`config.mk`:
```
export PLATFORM = sky130hd
export DESIGN_NAME = bmp_stream_to_ascii_chars
export DESIGN_NICKNAME = d
export VERILOG_FILES = /design/src/design/bsa_pkg.sv /design/src/design/bsa_front.sv /design/src/design/bsa_fifo.sv /design/src/design/bsa_back.sv /design/src/design/bmp_stream_to_ascii_chars.sv
export SDC_FILE = /design/constraint.sdc
export NUM_CORES = 1
export LEC_CHECK = 0
export ABC_AREA = 1
export BUFFER_PORTS_ARGS = -buffer_cell sky130_fd_sc_hd__buf_2
export CAP_MARGIN = 20
export CORE_ASPECT_RATIO = 2
export CORE_UTILIZATION = 60
export DETAILED_ROUTE_END_ITERATION = 10
export PLACE_DENSITY = 0.74
export REMOVE_ABC_BUFFERS = 1
export SYNTH_ARGS = -nofsm -noshare
export SYNTH_HDL_FRONTEND = slang
export SYNTH_SLANG_ARGS = --single-unit
```
`constraint.sdc`:
```
create_clock -name clk_i -period 10.5 [get_ports clk_i]
set_clock_uncertainty 0.05 [all_clocks]
set_input_delay 1.05 -clock clk_i [delete_from_list [all_inputs] [get_ports clk_i]]
set_output_delay 1.05 -clock clk_i [all_outputs]
set_load 0.1 [all_outputs]
```
`src/design/bsa_pkg.sv`:
```
package bsa_pkg;

  // Header layout of a 24-bit bitmap file.
  localparam int unsigned HeaderBytes = 54;
  localparam logic [7:0] SigFirst = 8'h42;  // 'B'
  localparam logic [7:0] SigSecond = 8'h4D;  // 'M'
  localparam logic [5:0] HdrSigFirstIdx = 6'd0;
  localparam logic [5:0] HdrSigSecondIdx = 6'd1;
  localparam logic [5:0] HdrWidth0Idx = 6'd18;
  localparam logic [5:0] HdrWidth1Idx = 6'd19;
  localparam logic [5:0] HdrWidth2Idx = 6'd20;
  localparam logic [5:0] HdrWidth3Idx = 6'd21;
  localparam logic [5:0] HdrHeight0Idx = 6'd22;
  localparam logic [5:0] HdrHeight1Idx = 6'd23;
  localparam logic [5:0] HdrHeight2Idx = 6'd24;
  localparam logic [5:0] HdrHeight3Idx = 6'd25;
  localparam logic [5:0] HdrLastIdx = 6'(HeaderBytes - 1);

  localparam int unsigned RampLen = 70;
  localparam logic [6:0] RampMaxIdx = 7'(RampLen - 1);

  // Brightness ramp, darkest first.
  localparam logic [6:0] RampChars [RampLen] = '{
    7'h20, 7'h2E, 7'h27, 7'h60, 7'h5E, 7'h22, 7'h2C, 7'h3A, 7'h3B, 7'h49,
    7'h6C, 7'h21, 7'h69, 7'h3E, 7'h3C, 7'h7E, 7'h2B, 7'h5F, 7'h2D, 7'h3F,
    7'h5D, 7'h5B, 7'h7D, 7'h7B, 7'h31, 7'h29, 7'h28, 7'h7C, 7'h5C, 7'h2F,
    7'h74, 7'h66, 7'h6A, 7'h72, 7'h78, 7'h6E, 7'h75, 7'h76, 7'h63, 7'h7A,
    7'h58, 7'h59, 7'h55, 7'h4A, 7'h43, 7'h4C, 7'h51, 7'h30, 7'h4F, 7'h5A,
    7'h6D, 7'h77, 7'h71, 7'h70, 7'h64, 7'h62, 7'h6B, 7'h68, 7'h61, 7'h6F,
    7'h2A, 7'h23, 7'h4D, 7'h57, 7'h26, 7'h38, 7'h25, 7'h42, 7'h40, 7'h24
  };

  localparam int unsigned FifoDepth = 4;
  localparam int unsigned FifoPtrW = $clog2(FifoDepth);

  typedef enum logic [1:0] {
    StPixel    = 2'd0,
    StBadSig   = 2'd1,
    StOversize = 2'd2
  } status_e;

  typedef enum logic [3:0] {
    PhHeader = 4'b0001,
    PhPixel  = 4'b0010,
    PhPad    = 4'b0100,
    PhDone   = 4'b1000
  } phase_e;

  // Classified item passed from the parser to the character mapper.
  typedef struct packed {
    logic [9:0]  sum;
    logic [11:0] x;
    logic [11:0] y;
    logic        last;
    status_e     status;
  } item_t;

endpackage

```
`src/design/bsa_front.sv`:
```
module bsa_front #(
  parameter int unsigned MAX_WIDTH = 4096,
  parameter int unsigned MAX_HEIGHT = 4096
) (
  input  logic          clk_i,
  input  logic          rst_ni,
  input  logic          accept_i,
  input  logic [7:0]    data_byte_i,
  input  logic          file_start_i,
  output logic          push_o,
  output bsa_pkg::item_t item_o
);

  localparam int unsigned CW = $clog2(MAX_WIDTH + 1);
  localparam int unsigned RW = $clog2(MAX_HEIGHT + 1);
  localparam int unsigned XW = (CW > 12) ? CW : 12;
  localparam int unsigned YW = (RW > 12) ? RW : 12;

  bsa_pkg::phase_e phase_q, phase_d, phase_c;
  logic [5:0]    hdr_q, hdr_d, hdr_c;
  logic [31:0]   width_q, width_d, width_c;
  logic [31:0]   height_q, height_d, height_c;
  logic [CW-1:0] col_q, col_d, col_c, col_inc;
  logic [RW-1:0] row_q, row_d, row_c, row_inc;
  logic [1:0]    bip_q, bip_d, bip_c;
  logic [1:0]    pad_q, pad_d, pad_c, pad_dec;
  logic [7:0]    blue_q, blue_d;
  logic [7:0]    green_q, green_d;
  logic [XW-1:0] x_ext;
  logic [YW-1:0] y_ext;

  // A file start byte is parsed from a clean state.
  always_comb begin
    if (file_start_i) begin
      phase_c  = bsa_pkg::PhHeader;
      hdr_c    = '0;
      width_c  = '0;
      height_c = '0;
      col_c    = '0;
      row_c    = '0;
      bip_c    = '0;
      pad_c    = '0;
    end else begin
      phase_c  = phase_q;
      hdr_c    = hdr_q;
      width_c  = width_q;
      height_c = height_q;
      col_c    = col_q;
      row_c    = row_q;
      bip_c    = bip_q;
      pad_c    = pad_q;
    end
  end

  assign col_inc = col_c + CW'(1);
  assign row_inc = row_c + RW'(1);
  assign pad_dec = (pad_c != 2'd0) ? pad_c - 2'd1 : 2'd0;
  assign x_ext   = XW'(col_c);
  assign y_ext   = YW'(row_c);

  always_comb begin
    phase_d  = phase_c;
    hdr_d    = hdr_c;
    width_d  = width_c;
    height_d = height_c;
    col_d    = col_c;
    row_d    = row_c;
    bip_d    = bip_c;
    pad_d    = pad_c;
    blue_d   = blue_q;
    green_d  = green_q;
    push_o   = 1'b0;
    item_o   = '{sum: '0, x: '0, y: '0, last: 1'b0, status: bsa_pkg::StPixel};

    unique case (phase_c)
      bsa_pkg::PhHeader: begin
        hdr_d = hdr_c + 6'd1;
        if ((hdr_c == bsa_pkg::HdrSigFirstIdx && data_byte_i != bsa_pkg::SigFirst) ||
            (hdr_c == bsa_pkg::HdrSigSecondIdx && data_byte_i != bsa_pkg::SigSecond)) begin
          phase_d       = bsa_pkg::PhDone;
          push_o        = 1'b1;
          item_o.status = bsa_pkg::StBadSig;
        end else begin
          unique case (hdr_c)
            bsa_pkg::HdrWidth0Idx:  width_d[7:0]    = data_byte_i;
            bsa_pkg::HdrWidth1Idx:  width_d[15:8]   = data_byte_i;
            bsa_pkg::HdrWidth2Idx:  width_d[23:16]  = data_byte_i;
            bsa_pkg::HdrWidth3Idx:  width_d[31:24]  = data_byte_i;
            bsa_pkg::HdrHeight0Idx: height_d[7:0]   = data_byte_i;
            bsa_pkg::HdrHeight1Idx: height_d[15:8]  = data_byte_i;
            bsa_pkg::HdrHeight2Idx: height_d[23:16] = data_byte_i;
            bsa_pkg::HdrHeight3Idx: height_d[31:24] = data_byte_i;
            default: ;
          endcase
          if (hdr_c == bsa_pkg::HdrLastIdx) begin
            if (width_c > 32'(MAX_WIDTH) || height_c > 32'(MAX_HEIGHT)) begin
              phase_d       = bsa_pkg::PhDone;
              push_o        = 1'b1;
              item_o.status = bsa_pkg::StOversize;
            end else if (width_c == 32'd0 || height_c == 32'd0) begin
              phase_d = bsa_pkg::PhDone;
            end else begin
              phase_d = bsa_pkg::PhPixel;
            end
          end
        end
      end
      bsa_pkg::PhPixel: begin
        unique case (bip_c)
          2'd0: begin
            blue_d = data_byte_i;
            bip_d  = 2'd1;
          end
          2'd1: begin
            green_d = data_byte_i;
            bip_d   = 2'd2;
          end
          default: begin
            bip_d      = 2'd0;
            push_o     = 1'b1;
            item_o.sum = 10'(data_byte_i) + 10'(green_q) + 10'(blue_q);
            item_o.x   = x_ext[11:0];
            item_o.y   = y_ext[11:0];
            // The dimension check bounds width and height below 2**CW and 2**RW.
            if (col_inc == width_c[CW-1:0]) begin
              col_d = '0;
              row_d = row_inc;
              if (row_inc == height_c[RW-1:0]) begin
                item_o.last = 1'b1;
                phase_d     = bsa_pkg::PhDone;
              end else begin
                pad_d   = width_c[1:0];
                phase_d = (width_c[1:0] != 2'd0) ? bsa_pkg::PhPad : bsa_pkg::PhPixel;
              end
            end else begin
              col_d = col_inc;
            end
          end
        endcase
      end
      bsa_pkg::PhPad: begin
        pad_d = pad_dec;
        if (pad_dec == 2'd0) begin
          phase_d = bsa_pkg::PhPixel;
        end
      end
      bsa_pkg::PhDone: ;
      default: phase_d = bsa_pkg::PhDone;
    endcase

    if (!accept_i) begin
      push_o = 1'b0;
    end
  end

  always_ff @(posedge clk_i or negedge rst_ni) begin
    if (!rst_ni) begin
      phase_q  <= bsa_pkg::PhHeader;
      hdr_q    <= '0;
      width_q  <= '0;
      height_q <= '0;
      col_q    <= '0;
      row_q    <= '0;
      bip_q    <= '0;
      pad_q    <= '0;
    end else if (accept_i) begin
      phase_q  <= phase_d;
      hdr_q    <= hdr_d;
      width_q  <= width_d;
      height_q <= height_d;
      col_q    <= col_d;
      row_q    <= row_d;
      bip_q    <= bip_d;
      pad_q    <= pad_d;
    end
  end

  always_ff @(posedge clk_i) begin
    if (accept_i) begin
      blue_q  <= blue_d;
      green_q <= green_d;
    end
  end

endmodule

```
`src/design/bsa_fifo.sv`:
```
module bsa_fifo (
  input  logic           clk_i,
  input  logic           rst_ni,
  input  logic           push_i,
  input  bsa_pkg::item_t push_item_i,
  output logic           full_o,
  input  logic           pop_i,
  output bsa_pkg::item_t pop_item_o,
  output logic           empty_o
);

  localparam int unsigned PW = bsa_pkg::FifoPtrW;

  bsa_pkg::item_t mem_q [bsa_pkg::FifoDepth];
  logic [PW-1:0] wr_q, wr_d, rd_q, rd_d;
  logic [PW:0]   cnt_q, cnt_d;
  logic          do_push, do_pop;

  assign full_o     = (cnt_q == (PW + 1)'(bsa_pkg::FifoDepth));
  assign empty_o    = (cnt_q == '0);
  assign do_push    = push_i && !full_o;
  assign do_pop     = pop_i && !empty_o;
  assign pop_item_o = mem_q[rd_q];

  always_comb begin
    wr_d  = do_push ? wr_q + PW'(1) : wr_q;
    rd_d  = do_pop ? rd_q + PW'(1) : rd_q;
    cnt_d = cnt_q + (PW + 1)'(do_push) - (PW + 1)'(do_pop);
  end

  always_ff @(posedge clk_i or negedge rst_ni) begin
    if (!rst_ni) begin
      wr_q  <= '0;
      rd_q  <= '0;
      cnt_q <= '0;
    end else begin
      wr_q  <= wr_d;
      rd_q  <= rd_d;
      cnt_q <= cnt_d;
    end
  end

  always_ff @(posedge clk_i) begin
    if (do_push) begin
      mem_q[wr_q] <= push_item_i;
    end
  end

endmodule

```
`src/design/bsa_back.sv`:
```
module bsa_back (
  input  logic           clk_i,
  input  logic           rst_ni,
  input  logic           empty_i,
  input  bsa_pkg::item_t item_i,
  output logic           pop_o,
  output logic           out_valid_o,
  input  logic           out_ready_i,
  output logic [6:0]     ascii_char_o,
  output logic [11:0]    pixel_x_o,
  output logic [11:0]    pixel_y_o,
  output logic           last_pixel_o,
  output logic [1:0]     status_o
);

  logic [14:0] scaled;
  logic [14:0] quot;
  logic [6:0]  idx;
  logic [6:0]  char_d, char_q;
  logic        valid_q;
  bsa_pkg::item_t item_q;

  // ceil(23*sum/255): the division by 255 is (v + 1 + (v >> 8)) >> 8, exact for v < 65535.
  assign scaled = 15'd23 * 15'(item_i.sum) + 15'd254;
  assign quot   = 15'((16'(scaled) + 16'd1 + 16'(scaled >> 8)) >> 8);
  assign idx    = (quot > 15'(bsa_pkg::RampMaxIdx)) ? bsa_pkg::RampMaxIdx : quot[6:0];
  assign char_d = (item_i.status == bsa_pkg::StPixel) ? bsa_pkg::RampChars[idx] : 7'd0;

  assign pop_o = !empty_i && (!valid_q || out_ready_i);

  always_ff @(posedge clk_i or negedge rst_ni) begin
    if (!rst_ni) begin
      valid_q <= 1'b0;
    end else if (pop_o) begin
      valid_q <= 1'b1;
    end else if (out_ready_i) begin
      valid_q <= 1'b0;
    end
  end

  always_ff @(posedge clk_i) begin
    if (pop_o) begin
      item_q <= item_i;
      char_q <= char_d;
    end
  end

  assign out_valid_o  = valid_q;
  assign ascii_char_o = char_q;
  assign pixel_x_o    = item_q.x;
  assign pixel_y_o    = item_q.y;
  assign last_pixel_o = item_q.last;
  assign status_o     = item_q.status;

endmodule

```
`src/design/bmp_stream_to_ascii_chars.sv`:
```
// Converts a 24-bit bitmap file, fed one byte per item, into one brightness-ramp
// character per pixel. The parser takes a byte in every cycle while its four-entry
// queue has room; a pixel result follows every third pixel byte, and a bad signature
// or an oversize header gives a single error result. The character mapper empties
// the queue into the output register one item per cycle while the output is not
// stalled, so a result passes through the queue and then the output register.
module bmp_stream_to_ascii_chars #(
  parameter int unsigned MAX_WIDTH = 4096,
  parameter int unsigned MAX_HEIGHT = 4096
) (
  input  logic        clk_i,
  input  logic        rst_ni,
  input  logic        in_valid_i,
  output logic        in_ready_o,
  input  logic [7:0]  data_byte_i,
  input  logic        file_start_i,
  output logic        out_valid_o,
  input  logic        out_ready_i,
  output logic [6:0]  ascii_char_o,
  output logic [11:0] pixel_x_o,
  output logic [11:0] pixel_y_o,
  output logic        last_pixel_o,
  output logic [1:0]  status_o
);

  logic           accept;
  logic           push;
  logic           full;
  logic           empty;
  logic           pop;
  bsa_pkg::item_t push_item;
  bsa_pkg::item_t head_item;

  assign in_ready_o = !full;
  assign accept     = in_valid_i && in_ready_o;

  bsa_front #(
    .MAX_WIDTH (MAX_WIDTH),
    .MAX_HEIGHT(MAX_HEIGHT)
  ) u_front (
    .clk_i       (clk_i),
    .rst_ni      (rst_ni),
    .accept_i    (accept),
    .data_byte_i (data_byte_i),
    .file_start_i(file_start_i),
    .push_o      (push),
    .item_o      (push_item)
  );

  bsa_fifo u_fifo (
    .clk_i      (clk_i),
    .rst_ni     (rst_ni),
    .push_i     (push),
    .push_item_i(push_item),
    .full_o     (full),
    .pop_i      (pop),
    .pop_item_o (head_item),
    .empty_o    (empty)
  );

  bsa_back u_back (
    .clk_i       (clk_i),
    .rst_ni      (rst_ni),
    .empty_i     (empty),
    .item_i      (head_item),
    .pop_o       (pop),
    .out_valid_o (out_valid_o),
    .out_ready_i (out_ready_i),
    .ascii_char_o(ascii_char_o),
    .pixel_x_o   (pixel_x_o),
    .pixel_y_o   (pixel_y_o),
    .last_pixel_o(last_pixel_o),
    .status_o    (status_o)
  );

endmodule
```
==> summary.log, run 1 <==
INFO  drt            drc=0
INFO  logic_synthesis synth.most_common_cell=sky130_fd_sc_hd__inv_1
INFO  flow_run       maxCapViolations=0
INFO  logic_synthesis combinational_family_with_the_most_area_after_synthesis=simple AND/OR/NAND/NOR gates
INFO  logic_synthesis synth.yosys.warnings=0
INFO  logic_synthesis synthSimpleGateAreaFrac=0.189
INFO  grt            grt-ovfl-total=0
INFO  drt            detail_route.wirelength=46600um
INFO  logic_synthesis netlist.top_cell.by_area=sky130_fd_sc_hd__edfxtp_1
INFO  drt            drt_pass1_iterations=6
INFO  logic_synthesis post_synth_fa_ha_maj_area_fraction=0.0739
INFO  grt            pin_count_of_the_biggest_net_entering_global_routing=72
INFO  timing         slew_worst_pin=1060ps
INFO  clocking       clk_latency=570ps
INFO  logic_synthesis synthTopCellsByArea=sky130_fd_sc_hd__edfxtp_1 (33%), sky130_fd_sc_hd__dfrtp_1 (16%), sky130_fd_sc_hd__inv_1 (6.1%), sky130_fd_sc_hd__nand2_1 (6.0%), sky130_fd_sc_hd__nor2_1 (5.6%)
INFO  logic_synthesis synth_compound_gate_area_share=0.139
INFO  logic_synthesis leading_post_synthesis_cells_by_instance_count=sky130_fd_sc_hd__inv_1 (292), sky130_fd_sc_hd__nand2_1 (283), sky130_fd_sc_hd__nor2_1 (265), sky130_fd_sc_hd__edfxtp_1 (198), sky130_fd_sc_hd__o21ai_0 (177)
INFO  clocking       clock-root-buffer=sky130_fd_sc_hd__clkbuf_16
INFO  timing         fin_setup_tns=0ps
INFO  clocking       cts.sink_count=310
INFO  logic_synthesis postSynth.asyncResetShare=0.361
INFO  placement      routabilityCongestion=0.941
INFO  worst_setup_path worst_setup_path_start_kind=register
INFO  worst_setup_path cp_slowest_stage_delay=580ps
INFO  grt            grt_usage=0.317
INFO  placement      io_buffers=48
INFO  drt            drtIter0Drc=919
INFO  final_layout   layout_area_growth_over_synthesis=8.64%
INFO  worst_setup_path path_class=register to register
INFO  clocking       worst_setup_hold_path_clk_slew=80ps
INFO  clocking       htree_levels=1
INFO  timing         setup_viol_count_final=0
INFO  worst_setup_path crit_path_frequent_cell=sky130_fd_sc_hd__nand2_1
INFO  timing         least_setup_slack_across_all_paths_after_layout=1990ps
INFO  floorplan      core_region_area=29400squm
INFO  floorplan      die_outline_area=30500squm
INFO  floorplan      floorplan.rows=89
INFO  logic_synthesis mux_share_of_post_synthesis_cell_area=0
INFO  run_status     outcome=completed
INFO  logic_synthesis post_synth_xor_area_fraction=0.0235
INFO  timing         grt_setup_unrepaired=no
INFO  logic_synthesis synth-seq-area-share=0.490
INFO  worst_setup_path cp_max_delay_cell=sky130_fd_sc_hd__dfrtp_2
INFO  logic_synthesis synth_top_flop_cell=sky130_fd_sc_hd__edfxtp_1
INFO  timing         slew_violations=0
INFO  worst_setup_path critical_path_peak_fanout=69
INFO  logic_synthesis post-synth-top-area-fraction=0.333
INFO  placement      post-place-ws=2370ps
INFO  grt            first_global_vias=14.3k
INFO  final_layout   multi_input_comb_area=7650squm
INFO  logic_synthesis synth.distinct_cells=59
INFO  floorplan      die_width=124um
INFO  drt            vias=14.4k
INFO  timing         worst_slew_margin_relative_to_its_limit=0.286
INFO  grt            grt_antenna_before_repair=0
INFO  timing         period_share=0.810
INFO  hold_path      min_path_type=register to register
INFO  final_layout   fin_area=19400squm
INFO  final_layout   final-seq-area=8750squm
INFO  grt            grt_first_pass_wirelength=72700um
INFO  final_layout   post-route-util=0.660
INFO  logic_synthesis synth_edf_count=198
INFO  worst_setup_path worst-endpoint-arrival=8750ps
INFO  drt            antenna_violating_nets_post_route=0
INFO  final_layout   n_fill_cell=2415
INFO  clocking       numCtsBuffers=27
INFO  final_layout   number_of_inserted_diodes=0
INFO  drt            avgViaCountPerCell=5.94
INFO  worst_setup_path cp_capture_type=register
INFO  floorplan      die_h=246um
INFO  final_layout   layout-drive-gt1-share=0.0856
INFO  timing         fin_crit=8510ps
INFO  floorplan      initial_utilization=0.607
INFO  drt            routed_wire_length_per_instance=19.3um
INFO  logic_synthesis ys_seq_elements=310
INFO  logic_synthesis synthesized_area_per_cell=8.84squm
INFO  clocking       tritoncts=built
INFO  floorplan      num_io_pins=49
INFO  placement      detailedPlacementHpwl=32500um
INFO  placement      place_area=18400squm
INFO  final_layout   nNetsFinal=2139
INFO  timing         clock.fmax=0.118GHz
INFO  logic_synthesis syn-cell-area=17800squm
INFO  clocking       post_cts.resized_instances=0
INFO  clocking       max-clock-path-buffers=3
INFO  worst_setup_path timing.critical_path.required=10750ps
INFO  clocking       post-cts-setup-buffer-count=0
INFO  clocking       cts_hold_repair.buffers=0
INFO  timing         finalHoldViolCount=0
INFO  logic_synthesis postSynthCellCount=2020
## kinds of logic (layout without fill, tap and decap cells)
group,Yosys count,after routing
and+or+nand+nor,774,774
AOI/OAI and AO/OA,413,413
buffers and inverters,385,421
DFF,310,310
adders and majority gates,91,91
xor gates and xnor gates,47,47
## area by class of cell
type | instances | share of cell area
flip-flops and latches | 310 | 0.451
multi-input cells | 1325 | 0.395
inverters | 306 | 0.0592
clock buffers | 28 | 0.0356
well taps | 364 | 0.0235
repair buffers | 65 | 0.0192
clock inverters | 22 | 0.0165
## routing by layer
metal / up-vias / wire length [um] / track usage
met1: 6901 / 16500 / 0.326
met2: 441 / 25300 / 0.594
li1: 6880 / - / -
met4: 0 / 2810 / 0.187
met3: 150 / 2030 / 0.0387
met5: - / 0 / 0
## path summary, 6_finish.rpt
| path | cells after the start | from | end | slack (ps) |
|---|---|---|---|---|
| worst max-delay path | 38 | u_fifo.rd_q[0] | u_back.ascii_char_o[5] | 1990 |
| worst min-delay path | 2 | u_front.phase_q[0] | u_front.phase_q[0] | 440 |
| worst max register to register | 38 | u_fifo.rd_q[0] | u_back.ascii_char_o[5] | 1990 |
| worst min register to register | 2 | u_front.phase_q[0] | u_front.phase_q[0] | 440 |
| max in group asynchronous | 2 | rst_ni | u_front.height_q[28] | 8570 |
| min in group asynchronous | 1 | rst_ni | u_front.col_q[9] | 520 |
## stage by stage
stage,instances,hold slack [ps]
global placement,2370,422
detailed placement,2370,430
global route,2420,458
floorplan,1941,403
CTS,2420,440
finish,2420,442
## flip-flops by register name (all words and copies together) (netlist names), 2 cells and up
signal / flops
u_back.ascii_char_o: 7
u_back.pixel_x_o: 12
u_back.pixel_y_o: 12
u_back.status_o: 2
u_fifo.cnt_q: 3
u_fifo.mem_q: 148
u_fifo.rd_q: 2
u_fifo.wr_q: 2
u_front.bip_q: 2
u_front.blue_q: 8
u_front.col_q: 13
u_front.green_q: 8
u_front.hdr_q: 6
u_front.height_q: 32
u_front.pad_q: 2
u_front.phase_q: 4
u_front.row_q: 13
u_front.width_q: 32
## cells in the final DEF (no fill, tap or decap), types with 13 or more instances in the layout
cell and count:
sky130_fd_sc_hd__dfrtp_1 110, sky130_fd_sc_hd__edfxtp_1 198, sky130_fd_sc_hd__o221ai_1 45, sky130_fd_sc_hd__nor2_1 261, sky130_fd_sc_hd__nand2_1 282, sky130_fd_sc_hd__nand4_1 18
sky130_fd_sc_hd__nor3_1 30, sky130_fd_sc_hd__a21oi_1 83, sky130_fd_sc_hd__o211ai_1 18, sky130_fd_sc_hd__fa_1 24, sky130_fd_sc_hd__a22oi_1 20, sky130_fd_sc_hd__buf_4 19
sky130_fd_sc_hd__buf_2 46, sky130_fd_sc_hd__ha_1 67, sky130_fd_sc_hd__xnor2_1 19, sky130_fd_sc_hd__nand3_1 113, sky130_fd_sc_hd__clkbuf_16 27, sky130_fd_sc_hd__xor2_1 27
sky130_fd_sc_hd__o21ai_0 177, sky130_fd_sc_hd__o22ai_1 34, sky130_fd_sc_hd__inv_1 291, sky130_fd_sc_hd__nand2_2 13
## worst max-delay path: cells and delay by family (launching register included)
kind                     cells  cell delay (ps)
adder cells (fa/ha/maj)      6             2470
flip-flops                   1              580
AND/OR/NAND/NOR             19             2760
buffers and inverters        7             1160
AO/OA/AOI/OAI                6             1200
Power of run 1 is not shown: default switching activity piles up to over one toggle a cycle in this logic, so the estimate is an artifact.
==> run 2: changes to the inputs <==
==> constraint.sdc (replaced) <==
create_clock -name clk_i -period 7.9 [get_ports clk_i]
set_clock_uncertainty 0.05 [all_clocks]
set_input_delay 0.79 -clock clk_i [delete_from_list [all_inputs] [get_ports clk_i]]
set_output_delay 0.79 -clock clk_i [all_outputs]
set_load 0.1 [all_outputs]
==> run 2 against run 1 <==
  * Routed wire length decreased by 2.8%
  * Worst hold slack got worse by 270 ps
  * Via count decreased by 0.32%
  * Critical path depth increased by 2
  * Global-route usage decreased by 0.68 points
  * Core utilization decreased by 0.25 points
  * Cell area decreased by 0.38%
  * Count of clock-buffer cells in the layout increased by 3
  * Critical endpoint is now u_back.ascii_char_o[3]
  * Highest routed layer unchanged
==> summary.log, run 2 (synthesis results as in run 1) <==
INFO  run_status     outcome=completed
INFO  clocking       clk_latency=560ps [about the same]
INFO  worst_setup_path reg_to_reg_critical_path_startpoint=u_fifo.rd_q[0]
INFO  drt            drtIter0Drc=784 [-15%]
INFO  placement      io_buffers=48 [unchanged]
INFO  drt            drc=0 [unchanged]
INFO  grt            grt_usage=0.310 [-0.00680]
INFO  timing         worst_slew_margin_relative_to_its_limit=0.312 [+0.0267]
INFO  final_layout   biggest_registers_after_layout=u_fifo.mem_q: 148 flops, u_front.height_q: 32 flops, u_front.width_q: 32 flops
INFO  worst_setup_path crit_path_start=u_fifo.rd_q[0]
INFO  floorplan      die_h=246um [unchanged]
INFO  floorplan      die_width=124um [unchanged]
INFO  final_layout   final-seq-area=8750squm [unchanged]
INFO  final_layout   commonest_cells_after_routing_fill_and_taps_aside=sky130_fd_sc_hd__inv_1 (291), sky130_fd_sc_hd__nand2_1 (282), sky130_fd_sc_hd__nor2_1 (261), sky130_fd_sc_hd__edfxtp_1 (198), sky130_fd_sc_hd__o21ai_0 (177)
INFO  grt            pin_count_of_the_biggest_net_entering_global_routing=80 [+11%]
INFO  final_layout   multi_input_comb_area=7680squm [+0.29%]
INFO  final_layout   layout-drive-gt1-share=0.0881 [+0.00253]
INFO  floorplan      floorplan.rows=89 [unchanged]
INFO  placement      post-place-ws=348ps [-2030 ps]
INFO  worst_setup_path crit_path_frequent_cell=sky130_fd_sc_hd__nand2_1
INFO  floorplan      num_io_pins=49 [unchanged]
INFO  timing         grt_setup_unrepaired=no
INFO  clocking       max-clock-path-buffers=3 [unchanged]
INFO  floorplan      die_outline_area=30500squm [unchanged]
INFO  timing         whs=174ps [-268 ps]
INFO  clocking       tritoncts=built
INFO  timing         least_setup_slack_across_all_paths_after_layout=548ps [-1440 ps]
INFO  hold_path      min_path_type=primary input to asynchronous set/reset pin
INFO  final_layout   nNetsFinal=2148 [+0.42%]
INFO  timing         clock.fmax=0.136GHz [+16%]
INFO  grt            grt-ovfl-total=0 [unchanged]
INFO  clocking       worst_setup_hold_path_clk_slew=80ps [about the same]
INFO  drt            detail_route.wirelength=45300um [-2.8%]
INFO  timing         slew_violations=0 [unchanged]
INFO  worst_setup_path reg2regPathDepth=40 [+5.3%]
INFO  worst_setup_path cp_slowest_stage_delay=560ps [-20 ps]
INFO  floorplan      initial_utilization=0.607 [unchanged]
INFO  placement      routabilityCongestion=1.01 [+7.0%]
INFO  drt            avgViaCountPerCell=5.90 [-0.69%]
INFO  final_layout   layout.cells.most_common=sky130_fd_sc_hd__inv_1
INFO  clocking       post_cts.resized_instances=0 [unchanged]
INFO  grt            grt_antenna_before_repair=0 [unchanged]
INFO  flow_run       maxCapViolations=0 [unchanged]
INFO  floorplan      core_region_area=29400squm [unchanged]
INFO  drt            drt_pass1_iterations=6 [unchanged]
INFO  grt            first_global_vias=14.3k [unchanged]
INFO  final_layout   layout_area_growth_over_synthesis=8.23%
INFO  timing         slew_worst_pin=1020ps [-44.6 ps]
INFO  grt            grt_first_pass_wirelength=71800um [-1.2%]
INFO  worst_setup_path worst-endpoint-arrival=7620ps [-1130 ps]
INFO  clocking       post-cts-setup-buffer-count=0 [unchanged]
INFO  timing         setup_viol_count_final=0 [unchanged]
INFO  clocking       clock-root-buffer=sky130_fd_sc_hd__clkbuf_16
INFO  final_layout   number_of_inserted_diodes=0 [unchanged]
INFO  worst_setup_path cp_capture_type=register
INFO  worst_setup_path cp_max_delay_cell=sky130_fd_sc_hd__dfrtp_2
INFO  clocking       cts.sink_count=310 [unchanged]
INFO  drt            antenna_violating_nets_post_route=0 [unchanged]
INFO  timing         period_share=0.931 [+0.120]
INFO  timing         fin_setup_tns=0ps [unchanged]
INFO  worst_setup_path path_class=register to register
INFO  worst_setup_path timing.critical_path.required=8160ps [-2590 ps]
INFO  clocking       numCtsBuffers=27 [unchanged]
INFO  placement      detailedPlacementHpwl=32500um [about the same]
INFO  clocking       htree_levels=1 [unchanged]
INFO  final_layout   n_fill_cell=2468 [+2.2%]
INFO  worst_setup_path r2r_slack=550ps [-1440 ps]
INFO  timing         finalHoldViolCount=0 [unchanged]
INFO  drt            routed_wire_length_per_instance=18.7um [-3.1%]
INFO  clocking       cts_hold_repair.buffers=0 [unchanged]
INFO  final_layout   top_register=u_fifo.mem_q
INFO  worst_setup_path worst_r2r_endpoint=u_back.ascii_char_o[3]
INFO  timing         fin_crit=7350ps [-1160 ps]
INFO  worst_setup_path critical_path_peak_fanout=24 [-65%]
INFO  worst_setup_path worst_setup_path_start_kind=register
INFO  final_layout   max_ffs_per_register=148 [unchanged]
INFO  drt            vias=14.3k [-0.32%]
[run 2: cell type report]
| type | count | area share |
|---|---|---|
| Sequential cell | 310 | 0.453 |
| Multi-Input combinational cell | 1325 | 0.397 |
| Inverter | 306 | 0.0596 |
| Clock buffer | 31 | 0.0363 |
| Tap cell | 364 | 0.0236 |
| Timing Repair Buffer | 74 | 0.0230 |
| Clock inverter | 19 | 0.00719 |
[run 2: how the worst max path moves through the flow]
stage          slack, ps                endpoint
2_1_floorplan        170  u_back.ascii_char_o[1]
3_3_place_gp         480  u_back.ascii_char_o[3]
3_5_place_dp         350  u_back.ascii_char_o[3]
4_1_cts              350  u_back.ascii_char_o[3]
5_1_grt               50  u_back.ascii_char_o[3]
6_report             550  u_back.ascii_char_o[3]
[run 2: metal layers]
layer | global-route usage | share of wire
met2 | 0.573 | 0.54
met4 | 0.196 | 0.068
met5 | 0 | 0
met3 | 0.0334 | 0.040
met1 | 0.324 | 0.35
[run 2: critical path: cells and delay by family (launching register included)]
family	cells	cell delay (ps)
adders and majority gates	6	2450
and+or+nand+nor	25	2660
DFF	1	560
AOI/OAI and AO/OA	3	660
buffers and inverters	6	720
[run 2: through the flow]
stage,std cells,cell area (sq um),utilization
6_report,2429,19300,0.657
3_5_place_dp,2379,18500,0.628
2_1_floorplan,1941,17500,-
3_3_place_gp,2379,18500,0.628
4_1_cts,2429,19300,0.656
5_1_grt,2429,19300,0.657
Power of run 2 is left out for the same reason.
==> run 3: changes to the inputs <==
--- a/config.mk
+++ b/config.mk
@@ -12,6 +12,7 @@
 export CORE_UTILIZATION = 60
 export DETAILED_ROUTE_END_ITERATION = 10
 export PLACE_DENSITY = 0.74
+export RECOVER_POWER = 100
 export REMOVE_ABC_BUFFERS = 1
 export SYNTH_ARGS = -nofsm -noshare
 export SYNTH_HDL_FRONTEND = slang
==> run 3 against run 2 <==
  * The flow now finishes with violations (max-capacitance violations, max-slew violations)
  * Non-clock buffer count did not move
  * Core utilization fell by 0.54 points
  * Register-to-register slack barely moved
  * Global-route usage did not move
  * Worst hold slack improved by 270 ps
  * Worst setup slack got worse by 10 ps
  * Fmax fell by 0.14%
==> summary.log, run 3 (synthesis results as in run 1) <==
INFO  run_status     outcome=finished with violations
INFO  run_status     failing_checks=max-capacitance violations, max-slew violations
INFO  placement      place_area=18500squm [unchanged]
INFO  clocking       clk_latency=560ps [about the same]
INFO  worst_setup_path path_class=register to register
INFO  worst_setup_path cp_capture_type=register
INFO  final_layout   number_of_inserted_diodes=0 [unchanged]
INFO  timing         slew_violations=265 [+265]
INFO  worst_setup_path crit_path_frequent_cell=sky130_fd_sc_hd__nand2_1
INFO  grt            global_route.usage.met2=0.573 [unchanged]
INFO  floorplan      die_h=246um [unchanged]
INFO  timing         clock.fmax=0.136GHz [-0.14%]
INFO  grt            grt_first_pass_wirelength=71800um [unchanged]
INFO  clocking       htree_levels=1 [unchanged]
INFO  timing         slew_worst_pin=4030ps [+3020 ps]
INFO  drt            vias=14.3k [unchanged]
INFO  clocking       tritoncts=built
INFO  timing         fin_setup_tns=0ps [unchanged]
INFO  placement      routabilityCongestion=1.01 [unchanged]
INFO  timing         fin_crit=7360ps [+10.0 ps]
INFO  drt            drt_pass1_iterations=7 [+1]
INFO  floorplan      initial_utilization=0.607 [unchanged]
INFO  final_layout   fin_area=19200squm [-0.82%]
INFO  clocking       cts_hold_repair.buffers=0 [unchanged]
INFO  final_layout   layout_area_growth_over_synthesis=7.34%
INFO  final_layout   post-route-util=0.652 [-0.00540]
INFO  floorplan      die_width=124um [unchanged]
INFO  final_layout   layout.cells.most_common=sky130_fd_sc_hd__inv_1
INFO  final_layout   top_register=u_fifo.mem_q
INFO  clocking       worst_setup_hold_path_clk_slew=80ps [about the same]
INFO  final_layout   commonest_cells_after_routing_fill_and_taps_aside=sky130_fd_sc_hd__inv_1 (291), sky130_fd_sc_hd__nand2_1 (282), sky130_fd_sc_hd__nor2_1 (265), sky130_fd_sc_hd__edfxtp_1 (198), sky130_fd_sc_hd__o21ai_0 (178)
INFO  drt            drtIter0Drc=743 [-5.2%]
INFO  grt            grt_usage=0.310 [unchanged]
INFO  final_layout   nNetsFinal=2148 [unchanged]
INFO  hold_path      min_path_type=register to register
INFO  drt            antenna_violating_nets_post_route=0 [unchanged]
INFO  worst_setup_path critical_path_peak_fanout=24 [unchanged]
INFO  clocking       cts.sink_count=310 [unchanged]
INFO  final_layout   layout-drive-gt1-share=0.0576 [-0.0305]
INFO  timing         worst_slew_margin_relative_to_its_limit=-1.69 [-2.00]
INFO  floorplan      num_io_pins=49 [unchanged]
INFO  grt            global_route.peak_usage_layer=met2
INFO  grt            first_global_vias=14.3k [unchanged]
INFO  grt            grt.met1_usage=0.324 [unchanged]
INFO  floorplan      die_outline_area=30500squm [unchanged]
INFO  timing         grt_setup_unrepaired=no
INFO  final_layout   max_ffs_per_register=148 [unchanged]
INFO  worst_setup_path cp_slowest_stage_delay=560ps [about the same]
INFO  grt            gr-usage-met3=0.0334 [unchanged]
INFO  drt            detail_route.wirelength=45500um [+0.32%]
INFO  clocking       clock-root-buffer=sky130_fd_sc_hd__clkbuf_16
INFO  clocking       post_cts.resized_instances=0 [unchanged]
INFO  clocking       numCtsBuffers=27 [unchanged]
INFO  grt            pin_count_of_the_biggest_net_entering_global_routing=80 [unchanged]
INFO  worst_setup_path cp_max_delay_cell=sky130_fd_sc_hd__dfrtp_2
INFO  timing         period_share=0.932 [+0.00127]
INFO  flow_run       maxCapViolations=6 [+6]
INFO  grt            grt_antenna_before_repair=0 [unchanged]
INFO  drt            avgViaCountPerCell=5.90 [unchanged]
INFO  timing         setup_viol_count_final=0 [unchanged]
INFO  timing         finalHoldViolCount=0 [unchanged]
INFO  final_layout   biggest_registers_after_layout=u_fifo.mem_q: 148 flops, u_front.height_q: 32 flops, u_front.width_q: 32 flops
INFO  placement      io_buffers=48 [unchanged]
INFO  placement      detailedPlacementHpwl=32500um [unchanged]
INFO  worst_setup_path worst-endpoint-arrival=7620ps [about the same]
INFO  grt            grt-ovfl-total=0 [unchanged]
INFO  worst_setup_path worst_setup_path_start_kind=register
INFO  clocking       max-clock-path-buffers=3 [unchanged]
INFO  drt            drc=0 [unchanged]
INFO  clocking       post-cts-setup-buffer-count=0 [unchanged]
INFO  worst_setup_path timing.critical_path.required=8160ps [about the same]
INFO  floorplan      core_region_area=29400squm [unchanged]
INFO  drt            routed_wire_length_per_instance=18.7um [+0.32%]
INFO  floorplan      floorplan.rows=89 [unchanged]
## run 3: cell count changes in the layout (fill, tap and decap cells not counted), sizes merged
cell | before | now
clkbuf | 31 | 87
buf | 74 | 18
## run 3: worst paths after layout
check	start	endpoint	slack, ps	cells past startpoint
setup reg to reg	u_fifo.rd_q[0]	u_back.ascii_char_o[3]	540	40
hold reg to reg	u_front.phase_q[0]	u_front.phase_q[0]	450	2
min in group asynchronous	rst_ni	u_front.col_q[3]	910	1
setup / recovery	u_fifo.rd_q[0]	u_back.ascii_char_o[3]	540	40
max in group asynchronous	rst_ni	u_fifo.rd_q[0]	1770	2
hold / removal	u_front.phase_q[0]	u_front.phase_q[0]	450	2
## run 3: final cells by class
class	instances	area [sq um]
Fill cell	2506	10200
Sequential cell	310	8750
Multi-Input combinational cell	1325	7610
Inverter	306	1150
Clock buffer	31	701
Tap cell	364	455
Timing Repair Buffer	74	350
Clock inverter	19	139
## run 3: stage by stage
step | hold WS (ps) | instances | setup slack (ps)
after floorplan | 403 | 1941 | 175
after global placement | 418 | 2379 | 479
after detailed placement | 431 | 2379 | 348
after CTS | 190 | 2429 | 350
after global routing | 464 | 2429 | 30.0
final | 446 | 2429 | 538
## run 3: per-layer routing
metal | up-vias | share of wire
met1 | 6806 | 0.35
met3 | 178 | 0.043
met2 | 448 | 0.54
met5 | - | 0
met4 | 0 | 0.070
li1 | 6894 | -
## run 3: worst max-delay path, delay by kind of cell, from the launching register on
family | cells | cell delay (ps)
AO/OA/AOI/OAI | 3 | 660
buffers and inverters | 6 | 720
AND/OR/NAND/NOR | 25 | 2660
flip-flops | 1 | 560
adder cells (fa/ha/maj) | 6 | 2450
Power of run 3 is left out for the same reason.
